$ cat config.mk
export PLATFORM = sky130hd
export DESIGN_NAME = integer_to_ascii_padded_formatter
export DESIGN_NICKNAME = d
export VERILOG_FILES = /design/src/rtl/itoa_pkg.sv /design/src/rtl/itoa_div_unit.sv /design/src/rtl/integer_to_ascii_padded_formatter.sv
export SDC_FILE = /design/constraint.sdc
export NUM_CORES = 1
export LEC_CHECK = 0
export ABC_AREA = 1
export ABC_CLOCK_PERIOD_IN_PS = 16300
export BUFFER_PORTS_ARGS = -buffer_cell sky130_fd_sc_hd__buf_2
export CAP_MARGIN = 20
export CELL_PAD_IN_SITES_DETAIL_PLACEMENT = 0
export CELL_PAD_IN_SITES_GLOBAL_PLACEMENT = 1
export CORE_MARGIN = 10
export CORE_UTILIZATION = 55
export CTS_CLUSTER_SIZE = 40
export DETAILED_ROUTE_END_ITERATION = 8
export HOLD_SLACK_MARGIN = 0.02
export MAX_ROUTING_LAYER = met4
export PLACE_DENSITY = 0.95
export SKIP_LAST_GASP = 1
export SYNTH_ARGS = -nofsm -noshare
export SYNTH_HDL_FRONTEND = slang
export SYNTH_SLANG_ARGS = --single-unit
$ cat constraint.sdc
create_clock -name clock -period 16.3 [get_ports clock]
set_clock_uncertainty 0.05 [all_clocks]
set_input_delay 3.26 -clock clock [delete_from_list [all_inputs] [get_ports clock]]
set_output_delay 3.26 -clock clock [all_outputs]
set_load 0.05 [all_outputs]
$ cat src/rtl/itoa_pkg.sv
// ----------------------------------------------------------------------------
// itoa_pkg
// Shared types, character codes and the digit-to-ASCII helper for the
// integer-to-ASCII formatter.
// ----------------------------------------------------------------------------
package itoa_pkg;

   localparam int unsigned ValueWidth = 32;
   localparam int unsigned DigitWidth = 4;
   localparam int unsigned MaxDigits  = 10;

   // floor(u / 10) == (u * Recip10) >> Div10Shift for every 32-bit u
   localparam logic [31:0] Recip10    = 32'hCCCC_CCCD;
   localparam int unsigned Div10Shift = 35;

   localparam logic [7:0] CharSpace  = 8'h20;
   localparam logic [7:0] CharZero   = 8'h30;
   localparam logic [7:0] CharMinus  = 8'h2D;
   localparam logic [7:0] CharLowerA = 8'h61;
   localparam logic [7:0] CharUpperA = 8'h41;

   typedef enum logic [1:0] {
      ACT_SIGNED_DEC   = 2'd0,
      ACT_UNSIGNED_DEC = 2'd1,
      ACT_HEX_LOWER    = 2'd2,
      ACT_HEX_UPPER    = 2'd3
   } action_type;

   typedef enum logic [3:0] {
      ST_IDLE = 4'b0001,
      ST_MUL  = 4'b0010,
      ST_DIG  = 4'b0100,
      ST_EMIT = 4'b1000
   } state_type;

   function automatic logic [7:0] digit_char(input logic [DigitWidth-1:0] d,
                                             input logic upper);
      logic [7:0] base;
      base = upper ? CharUpperA : CharLowerA;
      if (d >= 4'd10) begin
         digit_char = base + {4'd0, d - 4'd10};
      end else begin
         digit_char = CharZero + {4'd0, d};
      end
   endfunction

endpackage

$ cat src/rtl/itoa_div_unit.sv
// ----------------------------------------------------------------------------
// itoa_div_unit
// Shared divide-by-base unit. Decimal uses a registered reciprocal
// multiply; its results are valid in the cycle after u is presented and held.
// ----------------------------------------------------------------------------
module itoa_div_unit
   import itoa_pkg::*;
(
   input  logic                  clock,
   input  logic [ValueWidth-1:0] u,
   input  logic                  hex,
   output logic [ValueWidth-1:0] quot,
   output logic [DigitWidth-1:0] rem
);

   localparam int unsigned QWidth = 2 * ValueWidth - Div10Shift;

   logic [2*ValueWidth-1:0] prod;
   logic [QWidth-1:0]       q10_ff;
   logic [QWidth-1:0]       q10_in;
   logic [ValueWidth-1:0]   q_times10;
   logic [ValueWidth-1:0]   rem10;

   assign prod   = {{ValueWidth{1'b0}}, u} * {{ValueWidth{1'b0}}, Recip10};
   assign q10_in = prod[2*ValueWidth-1:Div10Shift];

   always_ff @(posedge clock) begin
      q10_ff <= q10_in;
   end

   assign q_times10 = ({{(ValueWidth-QWidth){1'b0}}, q10_ff} << 3)
                    + ({{(ValueWidth-QWidth){1'b0}}, q10_ff} << 1);
   assign rem10     = u - q_times10;

   assign quot = hex ? {4'd0, u[ValueWidth-1:4]}
                     : {{(ValueWidth-QWidth){1'b0}}, q10_ff};
   assign rem  = hex ? u[DigitWidth-1:0] : rem10[DigitWidth-1:0];

endmodule

$ cat src/rtl/integer_to_ascii_padded_formatter.sv
// ----------------------------------------------------------------------------
// integer_to_ascii_padded_formatter
// Formats one 32-bit integer as signed/unsigned decimal or hex text with
// field width and space/zero padding, one character per output item.
//
//   channel  direction  ports                                    handshake
//   req      in         req_value, req_action, req_field_width,  valid/stall
//                       req_pad_mode
//   rsp      out        rsp_character, rsp_last_char             valid/stall
//
// Sequence: accept, then ST_MUL and ST_DIG per digit in the shared divide unit
// (up to 10 decimal or 8 hex digits), then each character (1..63) out of the
// output register, which rsp_stall can hold.
// Reset: synchronous; clears the sequencer and the output valid.
// req_stall is high from accept until the last character is loaded.
// rsp_stall holds the output register and pauses the character sequence.
// ----------------------------------------------------------------------------
module integer_to_ascii_padded_formatter
   import itoa_pkg::*;
#(
   parameter int unsigned MAX_WIDTH = 63
)
(
   input  logic        clock,
   input  logic        reset,
   input  logic        req_valid,
   output logic        req_stall,
   input  logic [31:0] req_value,
   input  logic [1:0]  req_action,
   input  logic [5:0]  req_field_width,
   input  logic [1:0]  req_pad_mode,
   output logic        rsp_valid,
   input  logic        rsp_stall,
   output logic [7:0]  rsp_character,
   output logic        rsp_last_char
);

   localparam logic [5:0] MaxW = 6'(MAX_WIDTH);

   state_type state_ff, state_in;

   logic [ValueWidth-1:0] u_ff, u_in;
   logic                  hex_ff, hex_in;
   logic                  upper_ff, upper_in;
   logic                  right_ff, right_in;
   logic                  zero_ff, zero_in;
   logic                  neg_ff, neg_in;
   logic [5:0]            w_ff, w_in;
   logic [3:0]            nd_ff, nd_in;

   logic [DigitWidth-1:0] digits_ff [MaxDigits];

   logic                  lead_ff, lead_in;
   logic                  tsign_ff, tsign_in;
   logic [5:0]            lpad_ff, lpad_in;
   logic [5:0]            rpad_ff, rpad_in;
   logic [3:0]            dig_ff, dig_in;
   logic                  padzero_ff, padzero_in;

   logic                  rsp_valid_ff, rsp_valid_in;
   logic [7:0]            rsp_char_ff, rsp_char_in;
   logic                  rsp_last_ff, rsp_last_in;

   logic [ValueWidth-1:0] quot;
   logic [DigitWidth-1:0] rem;

   logic                  accept;
   logic                  digit_done;
   logic                  load;
   logic                  pending;
   logic [3:0]            nd_final;
   logic                  sign_first;
   logic [5:0]            w_eff;
   logic [3:0]            len;
   logic [5:0]            padn;
   logic [5:0]            w_sat;
   logic [3:0]            rd_idx;
   logic                  nxt_lead, nxt_tsign;
   logic [5:0]            nxt_lpad, nxt_rpad;
   logic [3:0]            nxt_dig;
   logic [7:0]            cur_char;

   itoa_div_unit u_div (
      .clock (clock),
      .u     (u_ff),
      .hex   (hex_ff),
      .quot  (quot),
      .rem   (rem)
   );

   assign req_stall     = (state_ff != ST_IDLE);
   assign accept        = req_valid && !req_stall;
   assign rsp_valid     = rsp_valid_ff;
   assign rsp_character = rsp_char_ff;
   assign rsp_last_char = rsp_last_ff;

   assign w_sat      = (req_field_width > MaxW) ? MaxW : req_field_width;
   assign digit_done = (state_ff == ST_DIG) && (quot == '0);
   assign nd_final   = nd_ff + 4'd1;
   assign sign_first = neg_ff && (w_ff != 6'd0) && zero_ff;
   assign w_eff      = w_ff - {5'd0, sign_first};
   assign len        = nd_final + {3'd0, neg_ff && !sign_first};
   assign padn       = ({2'd0, len} >= w_eff) ? 6'd0 : (w_eff - {2'd0, len});

   assign pending = lead_ff || tsign_ff || (lpad_ff != 6'd0) || (rpad_ff != 6'd0)
                 || (dig_ff != 4'd0);
   assign load    = (state_ff == ST_EMIT) && (!rsp_valid_ff || !rsp_stall);
   assign rd_idx  = dig_ff - 4'd1;

   always_comb begin
      nxt_lead  = lead_ff;
      nxt_tsign = tsign_ff;
      nxt_lpad  = lpad_ff;
      nxt_rpad  = rpad_ff;
      nxt_dig   = dig_ff;
      if (lead_ff) begin
         cur_char = CharMinus;
         nxt_lead = 1'b0;
      end else if (lpad_ff != 6'd0) begin
         cur_char = padzero_ff ? CharZero : CharSpace;
         nxt_lpad = lpad_ff - 6'd1;
      end else if (tsign_ff) begin
         cur_char  = CharMinus;
         nxt_tsign = 1'b0;
      end else if (dig_ff != 4'd0) begin
         cur_char = digit_char(digits_ff[rd_idx], upper_ff);
         nxt_dig  = dig_ff - 4'd1;
      end else begin
         cur_char = padzero_ff ? CharZero : CharSpace;
         nxt_rpad = rpad_ff - 6'd1;
      end
   end

   always_comb begin
      state_in   = state_ff;
      u_in       = u_ff;
      hex_in     = hex_ff;
      upper_in   = upper_ff;
      right_in   = right_ff;
      zero_in    = zero_ff;
      neg_in     = neg_ff;
      w_in       = w_ff;
      nd_in      = nd_ff;
      lead_in    = lead_ff;
      tsign_in   = tsign_ff;
      lpad_in    = lpad_ff;
      rpad_in    = rpad_ff;
      dig_in     = dig_ff;
      padzero_in = padzero_ff;
      unique case (state_ff)
         ST_IDLE: begin
            if (accept) begin
               neg_in   = (req_action == ACT_SIGNED_DEC) && req_value[31];
               u_in     = ((req_action == ACT_SIGNED_DEC) && req_value[31])
                        ? (32'd0 - req_value) : req_value;
               hex_in   = (req_action == ACT_HEX_LOWER) || (req_action == ACT_HEX_UPPER);
               upper_in = (req_action == ACT_HEX_UPPER);
               right_in = req_pad_mode[0];
               zero_in  = req_pad_mode[1];
               w_in     = w_sat;
               nd_in    = 4'd0;
               state_in = ST_MUL;
            end
         end
         ST_MUL: begin
            state_in = ST_DIG;
         end
         ST_DIG: begin
            u_in  = quot;
            nd_in = nd_final;
            if (digit_done) begin
               lead_in    = sign_first;
               tsign_in   = neg_ff && !sign_first;
               lpad_in    = right_ff ? 6'd0 : padn;
               rpad_in    = right_ff ? padn : 6'd0;
               dig_in     = nd_final;
               padzero_in = zero_ff;
               state_in   = ST_EMIT;
            end else begin
               state_in = ST_MUL;
            end
         end
         ST_EMIT: begin
            if (load) begin
               lead_in  = nxt_lead;
               tsign_in = nxt_tsign;
               lpad_in  = nxt_lpad;
               rpad_in  = nxt_rpad;
               dig_in   = nxt_dig;
               if (rsp_last_in) begin
                  state_in = ST_IDLE;
               end
            end
         end
         default: begin
            state_in = ST_IDLE;
         end
      endcase
   end

   always_comb begin
      rsp_last_in  = !nxt_lead && !nxt_tsign && (nxt_lpad == 6'd0)
                  && (nxt_rpad == 6'd0) && (nxt_dig == 4'd0);
      rsp_char_in  = load ? cur_char : rsp_char_ff;
      rsp_valid_in = load ? 1'b1 : (rsp_stall ? rsp_valid_ff : 1'b0);
   end

   always_ff @(posedge clock) begin
      if (reset) begin
         state_ff     <= ST_IDLE;
         rsp_valid_ff <= 1'b0;
         lead_ff      <= 1'b0;
         tsign_ff     <= 1'b0;
         lpad_ff      <= 6'd0;
         rpad_ff      <= 6'd0;
         dig_ff       <= 4'd0;
      end else begin
         state_ff     <= state_in;
         rsp_valid_ff <= rsp_valid_in;
         lead_ff      <= lead_in;
         tsign_ff     <= tsign_in;
         lpad_ff      <= lpad_in;
         rpad_ff      <= rpad_in;
         dig_ff       <= dig_in;
      end
   end

   always_ff @(posedge clock) begin
      u_ff       <= u_in;
      hex_ff     <= hex_in;
      upper_ff   <= upper_in;
      right_ff   <= right_in;
      zero_ff    <= zero_in;
      neg_ff     <= neg_in;
      w_ff       <= w_in;
      nd_ff      <= nd_in;
      padzero_ff <= padzero_in;
      rsp_char_ff <= rsp_char_in;
      if (load) begin
         rsp_last_ff <= rsp_last_in;
      end
      if (state_ff == ST_DIG) begin
         digits_ff[nd_ff] <= rem;
      end
   end

`ifndef ASSERT_OFF
   a_accept_starts: assert property (@(posedge clock) disable iff (reset)
      accept |=> (state_ff == ST_MUL))
      else $error("accepted item did not start digit extraction");

   a_emit_pending: assert property (@(posedge clock) disable iff (reset)
      (state_ff == ST_EMIT) |-> pending)
      else $error("emitting with no characters left");

   a_last_drains: assert property (@(posedge clock) disable iff (reset)
      (load && rsp_last_in) |=> (!pending && (state_ff == ST_IDLE)))
      else $error("last character loaded but sequence not drained");

   a_digit_bound: assert property (@(posedge clock) disable iff (reset)
      (state_ff == ST_DIG) |-> (nd_ff < 4'(MaxDigits)))
      else $error("digit count overflow");

   a_no_load_outside_emit: assert property (@(posedge clock) disable iff (reset)
      ($rose(rsp_valid_ff)) |-> ($past(state_ff) == ST_EMIT))
      else $error("output loaded outside emit phase");
`endif

endmodule
==> results.sh <==
export IMPL_path_class="flop to flop"
export IMPL_row_count=79
export IMPL_synth_top_area_frac=0.298
export IMPL_clk_pin_slew_ns=0.08
export IMPL_vias=21000
export IMPL_grt_max_degree=44
export IMPL_drc_errors=0
export IMPL_grt_pass1_wl_mm=131
export IMPL_r2r_start="u_ff[3]$_DFFE_PP_"
export IMPL_grt_setup_unrepaired="false"
export IMPL_area_growth_pct=5.75
export IMPL_min_period_ns=7.30
export IMPL_rr_worst_depth=21
export IMPL_synth_top_cell_by_area="fa_1"
export IMPL_maxCapViolations=0
export IMPL_cts_root_buffer="clkbuf_16"
export IMPL_stdcell_area_sq_um=27600
export IMPL_hold_path_class="flop to flop"
export IMPL_overflow=0
export IMPL_clk_latency_ns=0.51
export IMPL_period_share=0.448
export IMPL_r2r_setup_slack_ns=9.00
export IMPL_regArea_sq_um=3920
export IMPL_drive_above_1_share=0.0389
export IMPL_avgSynthCellArea_sq_um=8.40
export IMPL_fp_coreArea_sq_um=46800
export IMPL_drt_iter0_drc=1921
export IMPL_synth_edf_count=96
export IMPL_synth_nets=3912
export IMPL_cts_resized=0
export IMPL_reg2reg_to="u_div.q10_ff[18]$_DFF_P_"
export IMPL_vias_per_cell=5.58
export IMPL_fin_setup_tns_ns=0
export IMPL_synth_ff_latch_count=148
export IMPL_start_util=0.558
export IMPL_synth_most_common_cell="inv_1"
export IMPL_status="completed"
export IMPL_routedWlPerCell_um=23.2
export IMPL_yosysWarnings=0
export IMPL_die_x_um=238
export IMPL_grt_pass1_vias=21400
export IMPL_hold_depth=0
export IMPL_syn_instance_count=3108
export IMPL_multi_input_area_sq_um=19100
export IMPL_end_kind="flop"
export IMPL_clk_path_buf_depth=2
export IMPL_antenna_found_initial=1
export IMPL_yosys_top_cells_count="inv_1 (768), nand2_1 (510), fa_1 (388), ha_1 (370), nor2_1 (261)"
export IMPL_hpwlAfterDp_mm=77.2
export IMPL_ctsHoldBuffers=0
export IMPL_final_instance_count_excl_fill=3769
export IMPL_hold_start="zero_ff$_DFFE_PP_"
export IMPL_cts_tree="done"
export IMPL_place_congestion=1.13
export IMPL_maxSlewHeadroom=0.270
export IMPL_io_buffers=55
export IMPL_ant_nets=0
export IMPL_grt_usage=0.322
export IMPL_post_place_cells=3734
export IMPL_first_pass_iters=8
export IMPL_start_kind="flop"
export IMPL_async_reset_ff_frac=0
export IMPL_critPathArrivalTime_ns=7.58
export IMPL_critPathRequiredTime_ns=16.59
export IMPL_path_max_fanout=8
export IMPL_synthTopCellsByArea="fa_1 (30%), ha_1 (18%), edfxtp_1 (11%)"
export IMPL_die_y_um=238
export IMPL_synthDistinctLibCells=52
export IMPL_synth_ff_type="edfxtp_1"
export IMPL_die_area_sq_um=56600
export IMPL_setup_viol=0
export IMPL_crit_start="u_ff[3]$_DFFE_PP_"
export IMPL_ys_seq_area_frac=0.150
export IMPL_tightest_slew_ns=1.08
export IMPL_hold_viol_final=0
export IMPL_placed_area_sq_um=27000
export IMPL_fin_hold_ws_ns=0.422
export IMPL_cts_setup_buffers=0
export IMPL_layout_nets=3951
export IMPL_fillCellCount=4283
export IMPL_drv_slew=0
export IMPL_fmax_mhz=137
export IMPL_h_tree_depth=4
export IMPL_holdPathEnd="padzero_ff$_DFFE_PP_"
export IMPL_ios=57
export IMPL_synth_area_sq_um=26100
export IMPL_routed_wirelength_mm=87.3
export IMPL_cts_sinks=148
export IMPL_cts_buffers=17
[state kept, by name, summed over array words and instances (netlist names), 4 cells and up]
name	flops
u_ff	32
w_ff	6
digits_ff	40
dig_ff	4
nd_ff	4
u_div.q10_ff	29
rpad_ff	6
lpad_ff	6
rsp_character	7
state_ff	4
[worst max-delay path by stage]
stage	endpoint	slack, ns	cells past startpoint
2_1_floorplan	nd_ff[0]$_SDFFCE_PN0P_	9.89	2
3_3_place_gp	u_div.q10_ff[18]$_DFF_P_	9.16	24
3_5_place_dp	u_div.q10_ff[21]$_DFF_P_	9.18	23
4_1_cts	u_div.q10_ff[21]$_DFF_P_	9.12	23
5_1_grt	u_div.q10_ff[21]$_DFF_P_	8.86	23
6_report	u_div.q10_ff[18]$_DFF_P_	9.00	21
[cell families after synthesis]
logic type | synth area share
AOI/OAI and AO/OA | 0.0646
adders and majority gates | 0.475
DFF | 0.150
other | 0.000144
buffers and inverters | 0.119
xor gates and xnor gates | 0.0319
and+or+nand+nor | 0.157
muxes | 0.00307
[placed cells by master, fill, tap and decap left out, types with 3 or more instances in the layout]
| master | synthesis | layout |
|---|---|---|
| inv_1 | 768 | 768 |
| nand2_1 | 510 | 510 |
| fa_1 | 388 | 388 |
| ha_1 | 370 | 370 |
| nor2_1 | 261 | 261 |
| nand3_1 | 129 | 128 |
| o21ai_0 | 111 | 110 |
| a21oi_1 | 96 | 96 |
| edfxtp_1 | 96 | 96 |
| xor2_1 | 75 | 75 |
| buf_2 | 11 | 56 |
| dfxtp_1 | 52 | 52 |
| xnor2_1 | 20 | 20 |
| nand4_1 | 20 | 20 |
| o21ai_1 | 20 | 20 |
| nor3_1 | 20 | 20 |
| o21bai_1 | 18 | 18 |
| clkbuf_16 | 0 | 17 |
| a21o_1 | 16 | 16 |
| nand3b_1 | 8 | 8 |
| mux2i_1 | 8 | 8 |
| o21a_1 | 7 | 7 |
| nor4_1 | 7 | 7 |
| inv_2 | 6 | 6 |
| or2_2 | 6 | 6 |
| a31oi_1 | 6 | 6 |
| o22ai_1 | 5 | 5 |
| o211ai_1 | 5 | 5 |
| nor2_2 | 5 | 5 |
| o31ai_1 | 5 | 5 |
| nor3_2 | 5 | 5 |
| inv_6 | 0 | 5 |
| inv_8 | 0 | 5 |
| a21boi_0 | 4 | 4 |
| clkinv_1 | 3 | 3 |
[through the flow]
step | utilization | setup WS (ns)
floorplan | - | 9.89
CTS | 0.590 | 9.12
global route | 0.590 | 8.86
detailed placement | 0.577 | 9.18
global placement | 0.577 | 9.16
finish | 0.590 | 9.00
[metal layers]
metal	part of all wire	wire, um	track usage
met1	0.41	35500	0.402
met5	0	0	-
met3	0.063	5460	0.0416
met2	0.47	41200	0.508
met4	0.060	5200	0.169
[worst max-delay path, cell delays in order, from the launching register on]
cell,delay (ns)
edfxtp_1,0.63
ha_1,0.57
xor2_1,0.53
xor2_1,0.34
fa_1,0.50
fa_1,0.65
fa_1,0.50
fa_1,0.47
fa_1,0.49
inv_1,0.05
fa_1,0.47
inv_1,0.05
ha_1,0.35
nand2_1,0.09
nor2_1,0.13
inv_1,0.08
o21ai_0,0.45
nor2_1,0.10
nand3_1,0.25
nand2_1,0.13
nand3_1,0.09
nand2_1,0.15
[final cells by class]
type / instances / share of cell area
Clock inverter: 15 / 0.00648
Clock buffer: 17 / 0.0154
Tap cell: 607 / 0.0275
Timing Repair Buffer: 58 / 0.0107
Multi-Input combinational cell: 2145 / 0.692
Antenna cell: 2 / 0.000181
Sequential cell: 148 / 0.142
Inverter: 777 / 0.106
Power is not shown: default switching activity piles up to over one toggle a cycle in this logic, so the estimate is an artifact.
